File: config.mk
export PLATFORM = sky130hd
export DESIGN_NAME = ascii_unsigned_integer_parser
export DESIGN_NICKNAME = d
export VERILOG_FILES = /design/src/sv/aup_pkg.sv /design/src/sv/aup_char_class.sv /design/src/sv/aup_step.sv /design/src/sv/ascii_unsigned_integer_parser.sv
export SDC_FILE = /design/constraint.sdc
export NUM_CORES = 1
export LEC_CHECK = 0
export ABC_AREA = 1
export BUFFER_PORTS_ARGS = -buffer_cell sky130_fd_sc_hd__buf_4
export CAP_MARGIN = 20
export CORE_MARGIN = 3
export CORE_UTILIZATION = 35
export CTS_BUF_LIST = sky130_fd_sc_hd__clkbuf_16
export DETAILED_ROUTE_END_ITERATION = 8
export PLACE_DENSITY = 0.54
export SLEW_MARGIN = 0
export SYNTH_ARGS = -nofsm -noshare
export SYNTH_HDL_FRONTEND = slang
export SYNTH_SLANG_ARGS = --single-unit
File: constraint.sdc
create_clock -name clock -period 13.5 [get_ports clock]
set_clock_uncertainty 0.1 [all_clocks]
set_input_delay 0.675 -clock clock [delete_from_list [all_inputs] [get_ports clock]]
set_output_delay 0.675 -clock clock [all_outputs]
set_load 0.02 [all_outputs]
File: src/sv/aup_pkg.sv
// Shared types, codes and constants for the ASCII unsigned integer parser.
`timescale 1ns / 1ps

package aup_pkg;

   // Default sizes handed to the top level parameters.
   localparam int VALUE_BITS_DEF   = 32;
   localparam int WINDOW_BYTES_DEF = 4096;

   // Radix codes.
   localparam int          BASE_W    = 5;
   localparam logic [4:0]  BASE_AUTO = 5'd0;
   localparam logic [4:0]  BASE_OCT  = 5'd8;
   localparam logic [4:0]  BASE_DEC  = 5'd10;
   localparam logic [4:0]  BASE_HEX  = 5'd16;

   // Digit value given to a byte that is not a digit in any radix.
   localparam logic [4:0]  DIGIT_NONE = 5'd16;
   localparam logic [4:0]  DIGIT_TEN  = 5'd10;

   // Characters of interest.
   localparam logic [7:0]  CHAR_ZERO    = 8'h30;
   localparam logic [7:0]  CHAR_NINE    = 8'h39;
   localparam logic [7:0]  CHAR_LOWER_A = 8'h61;
   localparam logic [7:0]  CHAR_LOWER_F = 8'h66;
   localparam logic [7:0]  CHAR_UPPER_A = 8'h41;
   localparam logic [7:0]  CHAR_UPPER_F = 8'h46;
   localparam logic [7:0]  CHAR_LOWER_X = 8'h78;

   // Result status codes.
   localparam logic        STATUS_OK   = 1'b0;
   localparam logic        STATUS_FAIL = 1'b1;

   typedef enum logic [2:0] {
      PH_START  = 3'b001,
      PH_ZERO   = 3'b010,
      PH_DIGITS = 3'b100
   } phase_type;

   typedef struct packed {
      phase_type           phase;
      logic [BASE_W-1:0]   active_base;
      logic                wrap_flag;
   } ctl_type;

   typedef struct packed {
      logic [7:0] char_byte;
      logic       last_available;
   } req_type;

   typedef struct packed {
      logic        parse_status;
      logic [31:0] parsed_value;
      logic [12:0] bytes_consumed;
      logic        overflowed;
   } rsp_type;

   typedef struct packed {
      logic [4:0] digit;
      logic       is_zero;
      logic       is_x;
   } char_class_type;

endpackage

File: src/sv/aup_char_class.sv
// Character classifier: digit value of a byte and the prefix characters.
`timescale 1ns / 1ps

module aup_char_class
   import aup_pkg::*;
(
   input  logic [7:0]     char_byte,
   output char_class_type char_class
);

   always_comb begin
      char_class.is_zero = (char_byte == CHAR_ZERO);
      char_class.is_x    = (char_byte == CHAR_LOWER_X);
      if (char_byte >= CHAR_ZERO && char_byte <= CHAR_NINE) begin
         char_class.digit = 5'(char_byte - CHAR_ZERO);
      end else if (char_byte >= CHAR_LOWER_A && char_byte <= CHAR_LOWER_F) begin
         char_class.digit = 5'(char_byte - CHAR_LOWER_A) + DIGIT_TEN;
      end else if (char_byte >= CHAR_UPPER_A && char_byte <= CHAR_UPPER_F) begin
         char_class.digit = 5'(char_byte - CHAR_UPPER_A) + DIGIT_TEN;
      end else begin
         char_class.digit = DIGIT_NONE;
      end
   end

endmodule

File: src/sv/aup_step.sv
// Next-state and result logic for one character of the number being parsed.
`timescale 1ns / 1ps

module aup_step
   import aup_pkg::*;
#(
   parameter int VALUE_BITS   = VALUE_BITS_DEF,
   parameter int WINDOW_BYTES = WINDOW_BYTES_DEF
) (
   input  req_type                             req,
   input  logic [BASE_W-1:0]                   number_base,
   input  ctl_type                             ctl,
   input  logic [VALUE_BITS-1:0]               acc,
   input  logic [$clog2(WINDOW_BYTES+1)-1:0]   cnt,
   output ctl_type                             ctl_next,
   output logic [VALUE_BITS-1:0]               acc_next,
   output logic [$clog2(WINDOW_BYTES+1)-1:0]   cnt_next,
   output logic                                emit,
   output rsp_type                             rsp
);

   localparam int CNT_W = $clog2(WINDOW_BYTES + 1);
   localparam int PW    = VALUE_BITS + BASE_W;
   localparam int AW    = (VALUE_BITS > 32) ? VALUE_BITS : 32;
   localparam int CW    = (CNT_W > 13) ? CNT_W : 13;
   localparam logic [CNT_W-1:0] WIN       = CNT_W'(WINDOW_BYTES);
   localparam logic [CNT_W-1:0] CNT_ONE   = CNT_W'(1);
   localparam logic [CNT_W-1:0] CNT_TWO   = CNT_W'(2);

   char_class_type    cls;
   logic [BASE_W-1:0] base_sel;
   logic              zero_start;
   logic              hex_prefix;
   logic              terminate;
   logic [PW-1:0]     prod;
   logic              wrap_new;
   logic [CNT_W-1:0]  cnt_inc;
   logic [AW-1:0]     acc_wide;
   logic [CW-1:0]     cnt_wide;

   aup_char_class u_char_class (
      .char_byte  (req.char_byte),
      .char_class (cls)
   );

   // Radix in force for this byte, and the two prefix cases of auto mode.
   always_comb begin
      zero_start = 1'b0;
      hex_prefix = 1'b0;
      unique case (ctl.phase)
         PH_START: begin
            if (number_base == BASE_AUTO) begin
               base_sel   = BASE_DEC;
               zero_start = cls.is_zero;
            end else if (number_base > BASE_HEX) begin
               base_sel = BASE_HEX;
            end else begin
               base_sel = number_base;
            end
         end
         PH_ZERO: begin
            base_sel   = BASE_OCT;
            hex_prefix = cls.is_x;
         end
         PH_DIGITS: begin
            if (ctl.active_base == BASE_AUTO || ctl.active_base > BASE_HEX) begin
               base_sel = BASE_HEX;
            end else begin
               base_sel = ctl.active_base;
            end
         end
         default: begin
            base_sel = BASE_HEX;
         end
      endcase
   end

   // Multiply-add in full width; anything above the value bits means a wrap.
   assign prod      = PW'(acc) * PW'(base_sel) + PW'(cls.digit);
   assign wrap_new  = ctl.wrap_flag | (prod[PW-1:VALUE_BITS] != '0);
   assign cnt_inc   = cnt + CNT_ONE;
   assign terminate = (cls.digit >= base_sel);
   assign acc_wide  = AW'(acc);
   assign cnt_wide  = CW'(cnt);

   always_comb begin
      ctl_next             = ctl;
      acc_next             = acc;
      cnt_next             = cnt;
      emit                 = 1'b0;
      rsp.parse_status     = STATUS_FAIL;
      rsp.parsed_value     = '0;
      rsp.bytes_consumed   = '0;
      rsp.overflowed       = 1'b0;

      if (zero_start) begin
         acc_next       = '0;
         cnt_next       = CNT_ONE;
         ctl_next.phase = PH_ZERO;
         emit           = req.last_available || (CNT_ONE >= WIN);
      end else if (hex_prefix) begin
         cnt_next             = CNT_TWO;
         ctl_next.phase       = PH_DIGITS;
         ctl_next.active_base = BASE_HEX;
         emit                 = req.last_available || (CNT_TWO >= WIN);
      end else if (terminate) begin
         emit               = 1'b1;
         rsp.parse_status   = STATUS_OK;
         rsp.parsed_value   = acc_wide[31:0];
         rsp.bytes_consumed = cnt_wide[12:0];
         rsp.overflowed     = ctl.wrap_flag;
      end else begin
         acc_next             = prod[VALUE_BITS-1:0];
         cnt_next             = cnt_inc;
         ctl_next.phase       = PH_DIGITS;
         ctl_next.active_base = base_sel;
         ctl_next.wrap_flag   = wrap_new;
         emit                 = req.last_available || (cnt_inc >= WIN);
      end

      // Any result ends the number.
      if (emit) begin
         ctl_next.phase       = PH_START;
         ctl_next.active_base = BASE_AUTO;
         ctl_next.wrap_flag   = 1'b0;
         acc_next             = '0;
         cnt_next             = '0;
      end
   end

endmodule

File: src/sv/ascii_unsigned_integer_parser.sv
// Top level of the streaming ASCII unsigned integer parser with radix detection.
`timescale 1ns / 1ps

// Channel    Direction  Handshake              Payload
// req_       in         req_valid / req_stall  req_data: char_byte, last_available
// rsp_       out        rsp_valid / rsp_stall  rsp_data: status, value, count, overflow
// csr_       in         csr_wr_en              csr_wr_data: number_base
//
// One request can be taken in every clock cycle unless the input side stalls. A request
// accepted at a rising edge waits in the input register; when it moves on, the character
// step updates the number state and, if the request ends a number, loads the result
// register, from which the result is offered. Reset clears the radix register,
// the number state and both valid flags. The input side stalls only while a result
// waits and the consumer stalls it; the held request then waits as well.

module ascii_unsigned_integer_parser
   import aup_pkg::*;
#(
   parameter int VALUE_BITS   = VALUE_BITS_DEF,
   parameter int WINDOW_BYTES = WINDOW_BYTES_DEF
) (
   input  logic              clock,
   input  logic              reset,
   input  logic              req_valid,
   output logic              req_stall,
   input  req_type           req_data,
   output logic              rsp_valid,
   input  logic              rsp_stall,
   output rsp_type           rsp_data,
   input  logic              csr_wr_en,
   input  logic [BASE_W-1:0] csr_wr_data
);

   localparam int CNT_W = $clog2(WINDOW_BYTES + 1);
   localparam logic [CNT_W-1:0] WIN = CNT_W'(WINDOW_BYTES);

   // Radix register; zero selects detection from the prefix.
   logic [BASE_W-1:0]     number_base_ff;

   // Input register.
   logic                  in_valid_ff, in_valid_in;
   req_type               in_req_ff;

   // Number state carried from one character to the next.
   ctl_type               ctl_ff, ctl_in;
   logic [VALUE_BITS-1:0] acc_ff, acc_in;
   logic [CNT_W-1:0]      cnt_ff, cnt_in;

   // Result register.
   logic                  out_valid_ff, out_valid_in;
   rsp_type               out_rsp_ff;

   logic                  advance;
   logic                  req_accept;
   logic                  step_emit;
   rsp_type               step_rsp;

   // The held request moves on whenever the result register is free or is being
   // emptied in this cycle.
   assign advance    = in_valid_ff && (!out_valid_ff || !rsp_stall);
   assign req_stall  = in_valid_ff && !advance;
   assign req_accept = req_valid && !req_stall;

   assign in_valid_in  = req_accept || (in_valid_ff && !advance);
   assign out_valid_in = advance ? step_emit : (out_valid_ff && rsp_stall);

   aup_step #(
      .VALUE_BITS   (VALUE_BITS),
      .WINDOW_BYTES (WINDOW_BYTES)
   ) u_step (
      .req         (in_req_ff),
      .number_base (number_base_ff),
      .ctl         (ctl_ff),
      .acc         (acc_ff),
      .cnt         (cnt_ff),
      .ctl_next    (ctl_in),
      .acc_next    (acc_in),
      .cnt_next    (cnt_in),
      .emit        (step_emit),
      .rsp         (step_rsp)
   );

   always_ff @(posedge clock) begin
      if (reset) begin
         number_base_ff <= BASE_AUTO;
      end else if (csr_wr_en) begin
         number_base_ff <= csr_wr_data;
      end
   end

   always_ff @(posedge clock) begin
      if (reset) begin
         in_valid_ff <= 1'b0;
      end else begin
         in_valid_ff <= in_valid_in;
      end
   end

   always_ff @(posedge clock) begin
      if (req_accept) begin
         in_req_ff <= req_data;
      end
   end

   always_ff @(posedge clock) begin
      if (reset) begin
         ctl_ff.phase       <= PH_START;
         ctl_ff.active_base <= BASE_AUTO;
         ctl_ff.wrap_flag   <= 1'b0;
         acc_ff             <= '0;
         cnt_ff             <= '0;
      end else if (advance) begin
         ctl_ff <= ctl_in;
         acc_ff <= acc_in;
         cnt_ff <= cnt_in;
      end
   end

   always_ff @(posedge clock) begin
      if (reset) begin
         out_valid_ff <= 1'b0;
      end else begin
         out_valid_ff <= out_valid_in;
      end
   end

   always_ff @(posedge clock) begin
      if (advance && step_emit) begin
         out_rsp_ff <= step_rsp;
      end
   end

   assign rsp_valid = out_valid_ff;
   assign rsp_data  = out_rsp_ff;

   // The input side is only ever held back by a waiting, stalled result.
   a_stall_cause: assert property (@(posedge clock) disable iff (reset)
      req_stall |-> (out_valid_ff && rsp_stall))
      else $error("input stalled without a stalled result");

   // A failed parse reports no value, no count and no overflow.
   a_fail_zero: assert property (@(posedge clock) disable iff (reset)
      (rsp_valid && rsp_data.parse_status == STATUS_FAIL) |->
      (rsp_data.parsed_value == '0 && rsp_data.bytes_consumed == '0 &&
       !rsp_data.overflowed))
      else $error("fail result carries data");

   // Every result ends the number and the next character starts afresh.
   a_emit_clears: assert property (@(posedge clock) disable iff (reset)
      (advance && step_emit) |=>
      (ctl_ff.phase == PH_START && cnt_ff == '0 && acc_ff == '0 && !ctl_ff.wrap_flag))
      else $error("number state not cleared after a result");

   // The byte count never rests at the window size.
   a_count_window: assert property (@(posedge clock) disable iff (reset)
      cnt_ff < WIN)
      else $error("byte count reached the window size");

   // After a lone leading zero exactly one byte has been counted and the value is zero.
   a_zero_phase: assert property (@(posedge clock) disable iff (reset)
      (ctl_ff.phase == PH_ZERO) |-> (cnt_ff == CNT_W'(1) && acc_ff == '0))
      else $error("leading zero state inconsistent");

endmodule

* Word-level counts from Yosys, hierarchy flattened
Cells that the tools add are included.
** Word-level totals
- Register bits after elaboration :: 117
- Logic and storage cells :: 100
- Output and inout bits :: 49
- Bits of input ports :: 19
** Operators by class
- Bitwise gates (word level) :: 2
- Multipliers :: 1
- $lt $le $gt $ge :: 10
- Add/subtract/negate cells :: 7
- Eq/ne operators :: 12
- Reduce and logical (&&, ||, !) cells :: 25
- Multiplexer cells :: 29
** Operator list (count)
- 2-to-1 mux 32 bit :: 4
- 2-to-1 mux 13 bit :: 4
- 2-to-1 mux 47 bit :: 1
- adder 37 x 5 -> 37 bit :: 1
- multiplier 32 x 5 -> 37 bit :: 1
- 2-to-1 mux 5 bit :: 6
- 2-to-1 mux 9 bit :: 2
- >= comparator 8 x 7 -> 1 bit, second input constant :: 2
- less-or-equal comparator 8 x 7 -> 1 bit, second input constant :: 2
- case mux 5 bit (3 select lines) :: 1
- adder 13 x 1 -> 13 bit, second input constant :: 1
- >= comparator 13 bit, second input constant :: 1
- adder 5 x 4 -> 5 bit, second input constant :: 2
- greater-than comparator 5 bit, second input constant :: 2
- zero test 5 bit :: 2
- subtractor 5 x 1 -> 5 bit, second input constant :: 2
- inequality test 3 x 2 -> 1 bit, second input constant :: 3
- == test 8 x 6 -> 1 bit, second input constant :: 1
- == test 8 x 7 -> 1 bit, second input constant :: 1
- >= comparator 8 x 6 -> 1 bit, second input constant :: 1
- less-or-equal comparator 8 x 6 -> 1 bit, second input constant :: 1
- logical AND 1 bit :: 8
- 2-to-1 mux 1 bit :: 8
- 2-to-1 mux 8 bit :: 1
- other kinds (19) :: 28

* Depth between registers and ports, before layout
- Depth in word-level cells :: 12
- Depth in mapped cells :: 32
- Gate-level depth less buffers :: 32

* Cells and area by module
Synthesis repeated with hierarchy kept, for this count alone.
** Second synthesis, totals
- Cells, all modules :: 1711
- Area, all modules :: 12026.5 um^2
** By module, submodules not included
- aup_step :: area an instance 7464.7 um^2, cells an instance 1221, sequential area each 0.0 um^2, times used 1
- ascii_unsigned_integer_parser :: area an instance 4324.1 um^2, cells an instance 445, sequential area each 2902.8 um^2, times used 1
- aup_char_class :: area an instance 237.7 um^2, cells an instance 45, sequential area each 0.0 um^2, times used 1

* Worst setup path after synthesis
Ideal clock, no wire load.
- Path kind :: flip-flop to flip-flop
- From :: register ctl_ff[1] (netlist name)
- To :: register acc_ff[31]
- Path slack :: 8313 ps
- Cell stages (with the launch flop) :: 25
- Required time :: 13264 ps
- Arrival time :: 4951 ps
- Period minus slack after synthesis :: 5187 ps
- Library setup time :: 136 ps
- Path buffers :: 1
- Cells stage by stage :: dfxtp_1 or4_1 ha_1 nor2_1 a21oi_1 nand2_1 inv_1 clkbuf_1 nor2_1 fa_1 fa_1 inv_1 fa_1 inv_1 ha_1 nand2_1 inv_1 a21oi_1 nand3_1 a21oi_1 nand2b_1 nand2_1 or2_2 nand3_2 a21oi_2
** Between the ends
- Word-level cells in the longest chain between the ends :: 10
- Elaborated cells between the ends (all ways) :: 18
- Classes of those cells :: 1 x add/sub; 1 x mul; 2 x order compare; 2 x eq/ne; 9 x mux; 3 x reduce/logical
** Ends and longest elaborated chain
- start: declaration :: RTL line ascii_unsigned_integer_parser.sv:45 : ctl_type ctl_ff, ctl_in;
- start signal: assignment :: RTL line ascii_unsigned_integer_parser.sv:113 : ctl_ff <= ctl_in;
- greater-than comparator 5 bit or zero test 5 bit (tied branches) :: RTL line aup_step.sv:66 : if (ctl.active_base == BASE_AUTO || ctl.active_base > BASE_HEX) begin
- logical OR 1 bit :: RTL line aup_step.sv:66
- 2-to-1 mux 5 bit * :: RTL line aup_step.sv:66
- case mux 5 bit (3 select lines) * :: RTL line aup_step.sv:50 : unique case (ctl.phase)
- multiplier 32 x 5 -> 37 bit or >= comparator 5 bit (tied branches) :: RTL line aup_step.sv:79, aup_step.sv:82
- adder 37 x 5 -> 37 bit or 2-to-1 mux 1 bit (tied branches) :: RTL line aup_step.sv:79, aup_step.sv:106
- 2-to-1 mux 32 bit or 2-to-1 mux 1 bit (tied branches) :: RTL line aup_step.sv:106, aup_step.sv:101
- 2-to-1 mux 32 bit or 2-to-1 mux 1 bit (tied branches) :: RTL line aup_step.sv:101, aup_step.sv:96
- 2-to-1 mux 32 bit or inequality test 3 x 2 -> 1 bit (tied branches)
- 2-to-1 mux 32 bit or AND reduction 3 bit (tied branches)
- end signal: assignment :: RTL line ascii_unsigned_integer_parser.sv:114 : acc_ff <= acc_in;
- end: declaration :: RTL line ascii_unsigned_integer_parser.sv:46 : logic [VALUE_BITS-1:0] acc_ff, acc_in;
Mark *: on every way between the ends. The rest lies on a longest branch, timed or not. The select of a mux whose other input is x is not followed.
A chain may end at the register's enable or synchronous reset.

* Final worst setup path
Ends and elaborated chain as after synthesis.

==> results.sh <==
export IMPL_cts_resized=0
export IMPL_met1_usage_pct=24.2
export IMPL_overflow=0
export IMPL_p_per_area_mw_per_mm2=90.9
export IMPL_critPathLaunchType="flop"
export IMPL_vias_per_cell=4.72
export IMPL_ant_nets=0
export IMPL_coreArea_mm2=0.0307
export IMPL_r2r_end="acc_ff[31]"
export IMPL_root_buffer="clkbuf_16"
export IMPL_min_period_over_period_pct=42.4
export IMPL_syn_area_per_cell_um2=7.42
export IMPL_grt_pass1_wl_um=48100
export IMPL_grt_usage_pct=17.9
export IMPL_synth_flop_cell="dfxtp_1"
export IMPL_grtUsageMet3_pct=3.13
export IMPL_synth_warnings=0
export IMPL_finalNetCount=1735
export IMPL_post_cts_setup_buffers=0
export IMPL_crit_family="adder cells"
export IMPL_die_area_mm2=0.0335
export IMPL_slew_limit_headroom_pct=51.9
export IMPL_cap_violations=0
export IMPL_busiest_layer="met2"
export IMPL_num_antenna_cells=0
export IMPL_wl_um=28700
export IMPL_grt_max_degree=48
export IMPL_portBuffers=67
export IMPL_ys_types=44
export IMPL_critPathCaptureType="flop"
export IMPL_synth_nets=1674
export IMPL_hpwl_um=21900
export IMPL_timing_worst_slew_pin_value_ns=0.721
export IMPL_cp_common_cell="inv_1"
export IMPL_grt_pass1_vias=9425
export IMPL_drc=0
export IMPL_reg2reg_slack_ns=7.77
export IMPL_vias=9186
export IMPL_cp_required_ns=13.70
export IMPL_rr_worst_depth=24
export IMPL_setup_tns_ns=0
export IMPL_max_stage_delay_ns=0.54
export IMPL_first_pass_iters=5
export IMPL_die_w_um=183
export IMPL_synth_seq_area_share_pct=26.5
export IMPL_synth_edf_count=56
export IMPL_worstHoldPathType="in2reg"
export IMPL_path_clk_slew_ns=0.06
export IMPL_final_common_cell="nor2_1"
export IMPL_crit_path_start="ctl_ff[1]"
export IMPL_cts_made_buffers=17
export IMPL_hold_viol=0
export IMPL_cp_depth=24
export IMPL_layout_drive_gt1_share_pct=10.1
export IMPL_cts_tree="built"
export IMPL_wire_per_inst_um=14.7
export IMPL_critPathKind="reg2reg"
export IMPL_netlist_area_mm2=0.0110
export IMPL_period_minus_slack_ns=5.73
export IMPL_rsz0062_at_grt="no"
export IMPL_antenna_found_initial=0
export IMPL_cts_sinks=117
export IMPL_seq_area_mm2=0.00290
export IMPL_holdBufCountCts=0
export IMPL_crit_buf_inv=5
export IMPL_max_freq_mhz=175
export IMPL_initial_core_util_pct=35.7
export IMPL_final_cell_mix="nor2_1, inv_1, nand2_1"
export IMPL_crit_chain="or4_1 > ha_1 > nor2_1 > a21oi_1 > nand2_1 > inv_1 > buf_4 > nor2_1 > fa_1 > fa_1 > inv_1 > fa_1 > inv_1 > ha_1 > nand2_1 > inv_1 > a21oi_1 > nand3_1 > a21oi_1 > nand2b_1 > nand2_1 > or2_2 > nand3_2 > a21oi_2"
export IMPL_crit_path_top_delay_cell="fa_1"
export IMPL_num_rows=64
export IMPL_gp_congestion=0.932
export IMPL_multi_input_area_mm2=0.00675
export IMPL_ios=68
export IMPL_syn_inst=1478
export IMPL_r2r_start="ctl_ff[1]"
export IMPL_area_growth_pct=14.1
export IMPL_cts_buffer_depth=2
export IMPL_first_iter_violations=419
export IMPL_setup_viol=0
export IMPL_worstPathMaxFanout=32
export IMPL_htree_levels=4
export IMPL_critPathCapture="acc_ff[31]"
export IMPL_use_met2_pct=30.0
export IMPL_die_y_um=183
export IMPL_ys_ff_latch=117
export IMPL_clock_latency_ns=0.43
export IMPL_ir_drop_uv=81.6
export IMPL_nFillCells=3191
export IMPL_arrival_ns=5.93
export IMPL_p_leak_nw=6.02
export IMPL_async_flop_share_pct=0
export IMPL_outcome="finished clean"
export IMPL_fin_total_pwr_mw=1.14
export IMPL_slew_viol_final=0
==> per-layer routing <==
metal  part of all wire (%)  up-vias
li1                       -     4624
met1                     48     4344
met2                     47      195
met3                    4.1       23
met4                    1.1        0
met5                      0        -
==> stage by stage <==
stage	util (%)	hold WS, ns	cell area [µm²]	cells	setup slack, ns
6_report	40.7	0.314	12500	1948	7.77
5_1_grt	40.7	0.293	12500	1948	7.30
2_1_floorplan	-	0.334	11000	1478	8.31
3_3_place_gp	38.7	0.354	11900	1915	7.84
4_1_cts	40.6	0.299	12500	1947	7.76
3_5_place_dp	38.7	0.363	11900	1915	7.79
==> flip-flops by register name, indices dropped and copies added, names as in the netlist <==
signal	cells
number_base_ff	5
acc_ff	32
in_valid_ff	1
cnt_ff	13
ctl_ff	9
rsp_data	47
rsp_valid	1
in_req_ff	9
==> power by group <==
part / total (mW) / internal [mW] / switching [mW]
Sequential: 0.402 / 0.394 / 0.00849
Combinational: 0.256 / 0.0793 / 0.177
Clock: 0.479 / 0.299 / 0.180
==> worst register-to-register path, cell delays in order (launching register included) <==
cell and delay (ns):
dfxtp_1 0.32, or4_1 0.52, ha_1 0.28, nor2_1 0.06
a21oi_1 0.13, nand2_1 0.14, inv_1 0.08, buf_4 0.40
nor2_1 0.13, fa_1 0.50, fa_1 0.54, inv_1 0.05
fa_1 0.53, inv_1 0.04, ha_1 0.35, nand2_1 0.12
inv_1 0.08, a21oi_1 0.16, nand3_1 0.18, a21oi_1 0.29
nand2b_1 0.14, nand2_1 0.06, or2_2 0.29, nand3_2 0.08
a21oi_2 0.04
==> worst min path at each step <==
| stage | startpoint | to | cells past startpoint |
|---|---|---|---|
| after floorplan | ctl_ff[0] | ctl_ff[0] | 2 |
| after global routing | req_data[7] | in_req_ff[7] | 1 |
| after CTS | req_data[3] | in_req_ff[3] | 1 |
| final | req_data[8] | in_req_ff[8] | 1 |
| after detailed placement | number_base_ff[4] | number_base_ff[4] | 2 |
| after global placement | cnt_ff[4] | cnt_ff[4] | 2 |
==> cell families after synthesis <==
kind of cell | synth area share (%)
adders and majority gates | 26.7
AOI/OAI and AO/OA | 7.45
DFF | 26.5
xor gates and xnor gates | 2.16
and+or+nand+nor | 25.1
buffers and inverters | 12.1
==> cells in the mapped netlist, types with 2 or more instances <==
| cell | instances | area, µm² |
|---|---|---|
| o211ai_1 | 2 | 15.0 |
| xor2_1 | 14 | 123 |
| ha_1 | 82 | 1030 |
| nor2_1 | 347 | 1300 |
| xnor2_1 | 13 | 114 |
| a21oi_2 | 9 | 78.8 |
| o21a_1 | 4 | 30.0 |
| nand3_1 | 37 | 185 |
| o21bai_1 | 5 | 37.5 |
| nand2_1 | 225 | 845 |
| nor4_1 | 2 | 12.5 |
| nor3_2 | 3 | 30.0 |
| fa_1 | 95 | 1900 |
| nor3_1 | 10 | 50.1 |
| a31oi_1 | 5 | 31.3 |
| a21oi_1 | 62 | 310 |
| o21ai_0 | 54 | 270 |
| nand2b_1 | 2 | 12.5 |
| or2_2 | 7 | 43.8 |
| nand2_2 | 11 | 68.8 |
| nand4_1 | 8 | 50.1 |
| inv_2 | 8 | 30.0 |
| dfxtp_1 | 61 | 1220 |
| o31ai_1 | 2 | 15.0 |
| buf_2 | 8 | 40.0 |
| inv_1 | 303 | 1140 |
| nand3_2 | 3 | 30.0 |
| clkbuf_1 | 24 | 90.1 |
| nor4_4 | 2 | 42.5 |
| edfxtp_1 | 56 | 1680 |
==> area by class of cell <==
cell class,instances,share of cell area [%]
clock inverter,14,1.24
multi-input combinational,1015,54.0
timing repair buffer,77,4.72
sequential,117,23.2
tap,396,3.96
clock buffer,18,3.60
inverter,311,9.33
No activity file was read; power rests on OpenSTA's default activity.
